$ cat config.mk
export PLATFORM = sky130hd
export DESIGN_NAME = ps2_scancode_to_ascii_core
export DESIGN_NICKNAME = d
export VERILOG_FILES = /design/src/sv/ps2sa_pkg.sv /design/src/sv/ps2_scancode_to_ascii_core.sv
export SDC_FILE = /design/constraint.sdc
export NUM_CORES = 1
export LEC_CHECK = 0
export BUFFER_PORTS_ARGS = -buffer_cell sky130_fd_sc_hd__buf_2
export CAP_MARGIN = 20
export CORE_AREA = 5 5 81 83
export DETAILED_ROUTE_END_ITERATION = 7
export DIE_AREA = 0 0 86 88
export PLACE_DENSITY = 0.63
export SLEW_MARGIN = 10
export SYNTH_ARGS = -nofsm -noshare
export SYNTH_HDL_FRONTEND = slang
export SYNTH_SLANG_ARGS = --single-unit
$ cat constraint.sdc
create_clock -name clock -period 2.9 [get_ports clock]
set_input_delay 0.435 -clock clock [delete_from_list [all_inputs] [get_ports clock]]
set_output_delay 0.435 -clock clock [all_outputs]
set_load 0.02 [all_outputs]
$ cat src/sv/ps2sa_pkg.sv
// Package for the PS/2 scan code set 2 to ASCII translator.
// Holds result kind codes, special scan codes and the key translation table.
// No dependencies.
package ps2sa_pkg;

   typedef enum logic [2:0] {
      KIND_CHAR     = 3'd0,
      KIND_RELEASE  = 3'd1,
      KIND_SELECT   = 3'd2,
      KIND_PREVIOUS = 3'd3,
      KIND_NEXT     = 3'd4
   } kind_type;

   localparam logic [7:0] CODE_BREAK  = 8'hF0;
   localparam logic [7:0] CODE_ACK    = 8'hFA;
   localparam logic [6:0] KEY_LSHIFT  = 7'h12;
   localparam logic [6:0] KEY_RSHIFT  = 7'h59;
   localparam logic [6:0] KEY_CTRL    = 7'h14;
   localparam logic [6:0] CHAR_PREV   = 7'd19;
   localparam logic [6:0] CHAR_NEXT   = 7'd4;
   localparam logic [6:0] CHAR_ZERO   = 7'h30;
   localparam logic [6:0] CHAR_NINE   = 7'h39;

   // Translate a key code; shifted selects the upper table.
   function automatic logic [6:0] key_char(input logic [6:0] code, input logic shifted);
      logic [6:0] ch;
      ch = 7'h00;
      case (code)
         7'h0D: ch = shifted ? 7'h00 : 7'h09;
         7'h0E: ch = shifted ? 7'h7E : 7'h60;
         7'h15: ch = shifted ? 7'h51 : 7'h71;
         7'h16: ch = shifted ? 7'h21 : 7'h31;
         7'h1A: ch = shifted ? 7'h5A : 7'h7A;
         7'h1B: ch = shifted ? 7'h53 : 7'h73;
         7'h1C: ch = shifted ? 7'h41 : 7'h61;
         7'h1D: ch = shifted ? 7'h57 : 7'h77;
         7'h1E: ch = shifted ? 7'h40 : 7'h32;
         7'h21: ch = shifted ? 7'h43 : 7'h63;
         7'h22: ch = shifted ? 7'h58 : 7'h78;
         7'h23: ch = shifted ? 7'h44 : 7'h64;
         7'h24: ch = shifted ? 7'h45 : 7'h65;
         7'h25: ch = shifted ? 7'h24 : 7'h34;
         7'h26: ch = shifted ? 7'h23 : 7'h33;
         7'h29: ch = 7'h20;
         7'h2A: ch = shifted ? 7'h56 : 7'h76;
         7'h2B: ch = shifted ? 7'h46 : 7'h66;
         7'h2C: ch = shifted ? 7'h54 : 7'h74;
         7'h2D: ch = shifted ? 7'h52 : 7'h72;
         7'h2E: ch = shifted ? 7'h25 : 7'h35;
         7'h31: ch = shifted ? 7'h4E : 7'h6E;
         7'h32: ch = shifted ? 7'h42 : 7'h62;
         7'h33: ch = shifted ? 7'h48 : 7'h68;
         7'h34: ch = shifted ? 7'h47 : 7'h67;
         7'h35: ch = shifted ? 7'h59 : 7'h79;
         7'h36: ch = shifted ? 7'h5E : 7'h36;
         7'h3A: ch = shifted ? 7'h4D : 7'h6D;
         7'h3B: ch = shifted ? 7'h4A : 7'h6A;
         7'h3C: ch = shifted ? 7'h55 : 7'h75;
         7'h3D: ch = shifted ? 7'h26 : 7'h37;
         7'h3E: ch = shifted ? 7'h2A : 7'h38;
         7'h41: ch = shifted ? 7'h3C : 7'h2C;
         7'h42: ch = shifted ? 7'h4B : 7'h6B;
         7'h43: ch = shifted ? 7'h49 : 7'h69;
         7'h44: ch = shifted ? 7'h4F : 7'h6F;
         7'h45: ch = shifted ? 7'h29 : 7'h30;
         7'h46: ch = shifted ? 7'h28 : 7'h39;
         7'h49: ch = shifted ? 7'h3E : 7'h2E;
         7'h4A: ch = shifted ? 7'h3F : 7'h2F;
         7'h4B: ch = shifted ? 7'h4C : 7'h6C;
         7'h4C: ch = shifted ? 7'h3A : 7'h3B;
         7'h4D: ch = shifted ? 7'h50 : 7'h70;
         7'h4E: ch = shifted ? 7'h5F : 7'h2D;
         7'h52: ch = shifted ? 7'h22 : 7'h27;
         7'h54: ch = shifted ? 7'h7B : 7'h5B;
         7'h55: ch = shifted ? 7'h2B : 7'h3D;
         7'h5A: ch = 7'h0D;
         7'h5B: ch = shifted ? 7'h7D : 7'h5D;
         7'h5D: ch = shifted ? 7'h7C : 7'h5C;
         7'h66: ch = 7'h08;
         7'h6B: ch = 7'd19;
         7'h72: ch = 7'd24;
         7'h74: ch = 7'd4;
         7'h75: ch = 7'd5;
         7'h76: ch = 7'd27;
         default: ch = 7'h00;
      endcase
      return ch;
   endfunction

endpackage

$ cat src/sv/ps2_scancode_to_ascii_core.sv
// Top level of the PS/2 scan code set 2 to ASCII translator.
// Depends on ps2sa_pkg for kind codes, scan code constants and the key table.
//
// Usage:
//   req channel: one scan code byte per beat on req_tdata[7:0].
//   rsp channel: zero or one result beat per request byte, in order.
//     rsp_tuser[2:0] kind (0 char, 1 release, 2 select, 3 previous, 4 next),
//     rsp_tdata[6:0] char_code, rsp_tdata[10:7] console_number, [15:11] zero.
//   Result: registered; appears in the cycle after its byte is accepted.
//   Throughput: one byte per cycle unless stalled; the whole translation is
//     one table lookup and a few compares from request port to result register.
//   Stall: the result register holds its beat while rsp_tready is low; a new
//     byte is still taken when the held beat leaves in the same cycle, else
//     req_tready drops until the result register frees up.
//   Reset: clears the held key map, the release-pending flag and the result
//     register valid. No clearing pass is needed.
//   Bytes that give no result (ignored codes, shift/ctrl, break prefix) are
//     absorbed and put no beat on the result channel.
module ps2_scancode_to_ascii_core (
   input  logic        clock,
   input  logic        reset,
   input  logic        req_tvalid,
   output logic        req_tready,
   input  logic [7:0]  req_tdata,   // [7:0] scan_byte
   output logic        rsp_tvalid,
   input  logic        rsp_tready,
   output logic [2:0]  rsp_tuser,   // [2:0] kind
   output logic [15:0] rsp_tdata    // [6:0] char_code, [10:7] console_number
);
   import ps2sa_pkg::*;

   // Key map and release prefix flag.
   logic [127:0] held_keys_ff;
   logic [127:0] held_keys_in;
   logic         release_pending_ff;
   logic         release_pending_in;

   // Result register.
   logic         rsp_valid_ff;
   logic         rsp_valid_in;
   kind_type     kind_ff;
   kind_type     kind_in;
   logic [6:0]   char_code_ff;
   logic [6:0]   char_code_in;
   logic [3:0]   console_ff;
   logic [3:0]   console_in;

   logic         req_accept;
   logic         rsp_load;
   logic         emit;
   kind_type     emit_kind;
   logic [6:0]   emit_char;
   logic [3:0]   emit_console;
   logic [6:0]   key;
   logic [6:0]   ch;
   logic         shifted;

   // Result register is free when empty or being drained this cycle.
   assign rsp_load   = !rsp_valid_ff || rsp_tready;
   assign req_tready = rsp_load;
   assign req_accept = req_tvalid && req_tready;

   assign key     = req_tdata[6:0];
   assign shifted = held_keys_ff[KEY_LSHIFT] || held_keys_ff[KEY_RSHIFT];
   assign ch      = key_char(key, shifted);

   // Decode one byte against the current key map.
   always_comb begin
      held_keys_in       = held_keys_ff;
      release_pending_in = release_pending_ff;
      emit               = 1'b0;
      emit_kind          = KIND_CHAR;
      emit_char          = 7'd0;
      emit_console       = 4'd0;
      if (release_pending_ff) begin
         // Byte after the break prefix names the released key, whatever it is.
         release_pending_in = 1'b0;
         if (!req_tdata[7] && key != 7'd0) begin
            held_keys_in[key] = 1'b0;
         end
         emit      = 1'b1;
         emit_kind = KIND_RELEASE;
      end else if (req_tdata == CODE_BREAK) begin
         release_pending_in = 1'b1;
      end else if (req_tdata == 8'd0 || req_tdata == CODE_ACK || req_tdata[7]) begin
         // drop
      end else begin
         held_keys_in[key] = 1'b1;
         if (key == KEY_LSHIFT || key == KEY_RSHIFT || key == KEY_CTRL) begin
            // modifier only
         end else if (!held_keys_ff[KEY_CTRL]) begin
            emit      = (ch != 7'd0);
            emit_kind = KIND_CHAR;
            emit_char = ch;
         end else if (ch >= CHAR_ZERO && ch <= CHAR_NINE) begin
            // Console digits: low nibble of '0'..'9' is the value.
            emit         = 1'b1;
            emit_kind    = KIND_SELECT;
            emit_console = ch[3:0];
         end else if (ch == CHAR_PREV) begin
            emit      = 1'b1;
            emit_kind = KIND_PREVIOUS;
         end else if (ch == CHAR_NEXT) begin
            emit      = 1'b1;
            emit_kind = KIND_NEXT;
         end
      end
   end

   // Next state of the result register: load when free, else hold.
   always_comb begin
      rsp_valid_in = rsp_valid_ff;
      kind_in      = kind_ff;
      char_code_in = char_code_ff;
      console_in   = console_ff;
      if (rsp_load) begin
         rsp_valid_in = req_accept && emit;
         kind_in      = emit_kind;
         char_code_in = emit_char;
         console_in   = emit_console;
      end
   end

   always_ff @(posedge clock) begin
      if (reset) begin
         held_keys_ff       <= '0;
         release_pending_ff <= 1'b0;
         rsp_valid_ff       <= 1'b0;
      end else begin
         if (req_accept) begin
            held_keys_ff       <= held_keys_in;
            release_pending_ff <= release_pending_in;
         end
         rsp_valid_ff <= rsp_valid_in;
      end
   end

   always_ff @(posedge clock) begin
      kind_ff      <= kind_in;
      char_code_ff <= char_code_in;
      console_ff   <= console_in;
   end

   assign rsp_tvalid = rsp_valid_ff;
   assign rsp_tuser  = kind_ff;
   assign rsp_tdata  = {5'b00000, console_ff, char_code_ff};

`ifndef SYNTH
   // A byte taken while a release is pending always yields a release beat.
   assert property (@(posedge clock) disable iff (reset)
      req_accept && release_pending_ff |=> rsp_tvalid && kind_ff == KIND_RELEASE)
      else $error("release byte did not produce a release beat");

   // The pending flag never survives the byte that consumes it.
   assert property (@(posedge clock) disable iff (reset)
      req_accept && release_pending_ff |=> !release_pending_ff)
      else $error("release pending flag not cleared");

   // A break prefix arms the flag and gives no result.
   assert property (@(posedge clock) disable iff (reset)
      req_accept && !release_pending_ff && req_tdata == CODE_BREAK
      |=> release_pending_ff && !rsp_tvalid)
      else $error("break prefix handled wrongly");

   // Character beats carry a nonzero character and no console number.
   assert property (@(posedge clock) disable iff (reset)
      rsp_tvalid && kind_ff == KIND_CHAR |-> char_code_ff != 7'd0 && console_ff == 4'd0)
      else $error("malformed character beat");

   // Non-character beats (release and console) carry no character.
   assert property (@(posedge clock) disable iff (reset)
      rsp_tvalid && kind_ff != KIND_CHAR |-> char_code_ff == 7'd0)
      else $error("non-character beat carries a character");
`endif

endmodule
==> results.tsv <==
stage	metric	value	unit
route	topRoutingLayerUsed	met4	
clocking	cts_setup_buffers	0	
floorplanning	core	5780	um2
worst_setup_path	startpoint_type	flip-flop	
worst_setup_path	worst-path-max-fanout	8	
clocking	clk_pin_slew	0.06	ns
logic_synthesis	yosys-top-cells-count	34 x nor2_1, 21 x a21oi_1, 21 x buf_2, 21 x nand2_1	
pwr	power_density	274	nW/um2
pwr	ir_drop	0.244	mV
timing	final_hold_viol_count	0	
floorplanning	placementRows	28	
route	via_per_inst	6.53	
layout	drive_gt1_share	29.8	%
layout	nets	395	
pwr	switching_share	34.6	%
route	vias	2984	
logic_synthesis	synth_cell_type_count	70	
logic_synthesis	ys_ff_latch	19	
route	drtIter0Drc	354	
worst_setup_path	crit_buf_inv	1	
logic_synthesis	synth_top_flop_cell	edfxtp_1	
timing	grt_setup_unrepaired	false	
logic_synthesis	ys_top_cells_by_area	edfxtp_1 17%, nor2_1 5.1%, a21oi_1 4.2%, buf_2 4.2%, buf_4 4.2%	
min_path	worstHoldPathType	input pin to flip-flop	
worst_setup_path	critPathTopFamily	simple AND/OR/NAND/NOR gates	
run	cap_violations	0	
logic_synthesis	yosysMostFrequentCell	nor2_1	
outcome	status	finished, final reports clean	
layout	antennaDiodeCount	0	
logic_synthesis	synth_cells	322	
grt	grt_pass1_vias	2662	
timing	drv_slew	0	
layout	multiInputGateArea	1750	um2
worst_setup_path	cp.arrival	2.79	ns
route	ant_nets	0	
timing	hold_slack	0.416	ns
timing	clock.fmax	378	MHz
floorplanning	dieArea	7570	um2
route	met2_length	4300	um
timing	setup_viol	0	
clocking	cts_resized	0	
logic_synthesis	synth_edf_count	14	
grt	antenna_found_initial	0	
worst_setup_path	required	3.04	ns
worst_setup_path	cpMaxStageDelayCell	or2_2	
logic_synthesis	synth-async-reset-ratio	0	%
clocking	h-tree-depth	1	
place	io_buffers	27	
layout	fillers	532	
clocking	cts.hold.buffers_added	0	
timing	worst_slack	0.252	ns
floorplanning	initial_core_util	43.3	%
layout	seqCellArea	520	um2
clocking	clk_latency	0.25	ns
route	drt_wl_total	9100	um
logic_synthesis	syn_avg_cell_area	7.77	um2
grt	grt_pass1_wl	14400	um
pwr	power.switching	0.294	mW
timing	tightest_slew	0.812	ns
route	dr_wl_met3	802	um
grt	grt_usage	24.1	%
logic_synthesis	yosysTopAreaCellShare	16.8	%
route	met1_length	3660	um
worst_setup_path	critPathMaxStageDelay	0.44	ns
pwr	p_int	0.556	mW
floorplanning	chipHeight	88	um
clocking	cts_tree	yes	
timing	slew_headroom	45.1	%
clocking	cts_root_buf	clkbuf_8	
layout	area_growth	23.7	%
timing	clock_skew	0.00272	ns
route	wire_per_inst	19.9	um
place	place_congestion	1.03	
layout	fin_area	3100	um2
place	dpl_cell_area	3050	um2
pwr	combPwrFrac	42.8	%
worst_setup_path	end_kind	flip-flop	
floorplanning	dieWidth	86	um
logic_synthesis	syn_area	2500	um2
logic_synthesis	yosysWarnings	0	
clocking	cts_buffers	3	
pwr	seqPwrFrac	36.7	%
clocking	clkSinkCount	19	
pwr	pwr-share-clk	20.5	%
worst_setup_path	crit_chain	or2_2 -> maj3_1 -> a311oi_1 -> o32ai_1 -> buf_4 -> nor4_4 -> nand4_1 -> o2111ai_1 -> o22ai_1	
grt	grt_max_degree	29	
pwr	p_leak	1.23	nW
worst_setup_path	path_class	flip-flop to flip-flop	
logic_synthesis	synth_top_cell_by_area	edfxtp_1	
timing	period_minus_slack	2.65	ns
pwr	power.total	0.850	mW
logic_synthesis	ys_seq_area_share	20.8	%
floorplanning	ios	33	
clocking	clock_path_buffers	2	
grt	grt-ovfl-total	0	
route	first_pass_iters	5	
timing	post-route-period-util	91.3	%
place	pre_cts_slack	0.0786	ns
place	hpwl	7160	um
route	remaining_drc_errors	0	
timing	setup_tns	0	ns
[worst reg2reg max path: stages, from the launching register on]
cell and delay, ns:
dfxtp_1 0.38, or2_2 0.44, maj3_1 0.39, a311oi_1 0.29
o32ai_1 0.14, buf_4 0.16, nor4_4 0.24, nand4_1 0.19
o2111ai_1 0.21, o22ai_1 0.11
[cells in the final DEF, fill, tap and decap left out, drive strengths merged, types with 4 or more instances in the layout]
cell,count
buf,91
nor2,34
nand2,21
a21oi,21
edfxtp,14
nand2b,13
o21ai,13
nor2b,9
o22ai,9
nor3,8
nor4,8
a32oi,7
nand3,7
inv,6
nand4,6
a31oi,6
nor4bb,5
o2111ai,5
dfxtp,5
conb,5
or3b,5
and3b,4
nand3b,4
mux2i,4
nor3b,4
o32ai,4
clkbuf,4
[cell families after synthesis]
kind of cell	Yosys count	share of synthesized area [%]
AOI/OAI and AO/OA	96	27.5
xor gates and xnor gates	3	1.05
adders and majority gates	1	0.400
buffers and inverters	45	9.90
DFF	19	20.8
muxes	4	1.60
other	1	0.150
and+or+nand+nor	153	38.6
[metal layers]
metal / up-vias / track usage, %
li1: 1353 / -
met1: 1415 / 30.8
met2: 186 / 41.8
met3: 30 / 2.54
met4: 0 / 8.78
met5: - / 0
[through the flow]
| stage | std cells | utilization [%] |
|---|---|---|
| final | 457 | 53.6 |
| after detailed placement | 453 | 52.8 |
| after CTS | 457 | 53.6 |
| after global placement | 453 | 52.8 |
| after global routing | 457 | 53.6 |
| after floorplan | 326 | - |
[power by group through the flow]
stage               clock network (mW)  registers (mW)  logic (mW)
floorplan                            0           0.340       0.203
global placement                     0           0.317       0.357
detailed placement                   0           0.318       0.356
CTS                              0.177           0.312       0.357
global route                     0.191           0.313       0.388
finish                           0.174           0.312       0.364
[final cells by class]
cell class | instances | area share (%)
flip-flops and latches | 19 | 16.8
well taps | 75 | 3.03
multi-input cells | 262 | 56.5
repair buffers | 91 | 21.5
inverters | 6 | 0.727
clock buffers | 4 | 1.45
[path summary, 6_finish.rpt]
| kind | start | to | slack (ns) | cells past startpoint |
|---|---|---|---|---|
| max | flip-flop | rsp_tvalid$_SDFFE_PP0N_ | 0.25 | 9 |
| min | reset | flip-flop | 0.42 | 2 |
| max reg2reg | flip-flop | rsp_tvalid$_SDFFE_PP0N_ | 0.25 | 9 |
| min reg2reg | flip-flop | flip-flop | 0.62 | 2 |
Power figures use the tool's default switching activity.
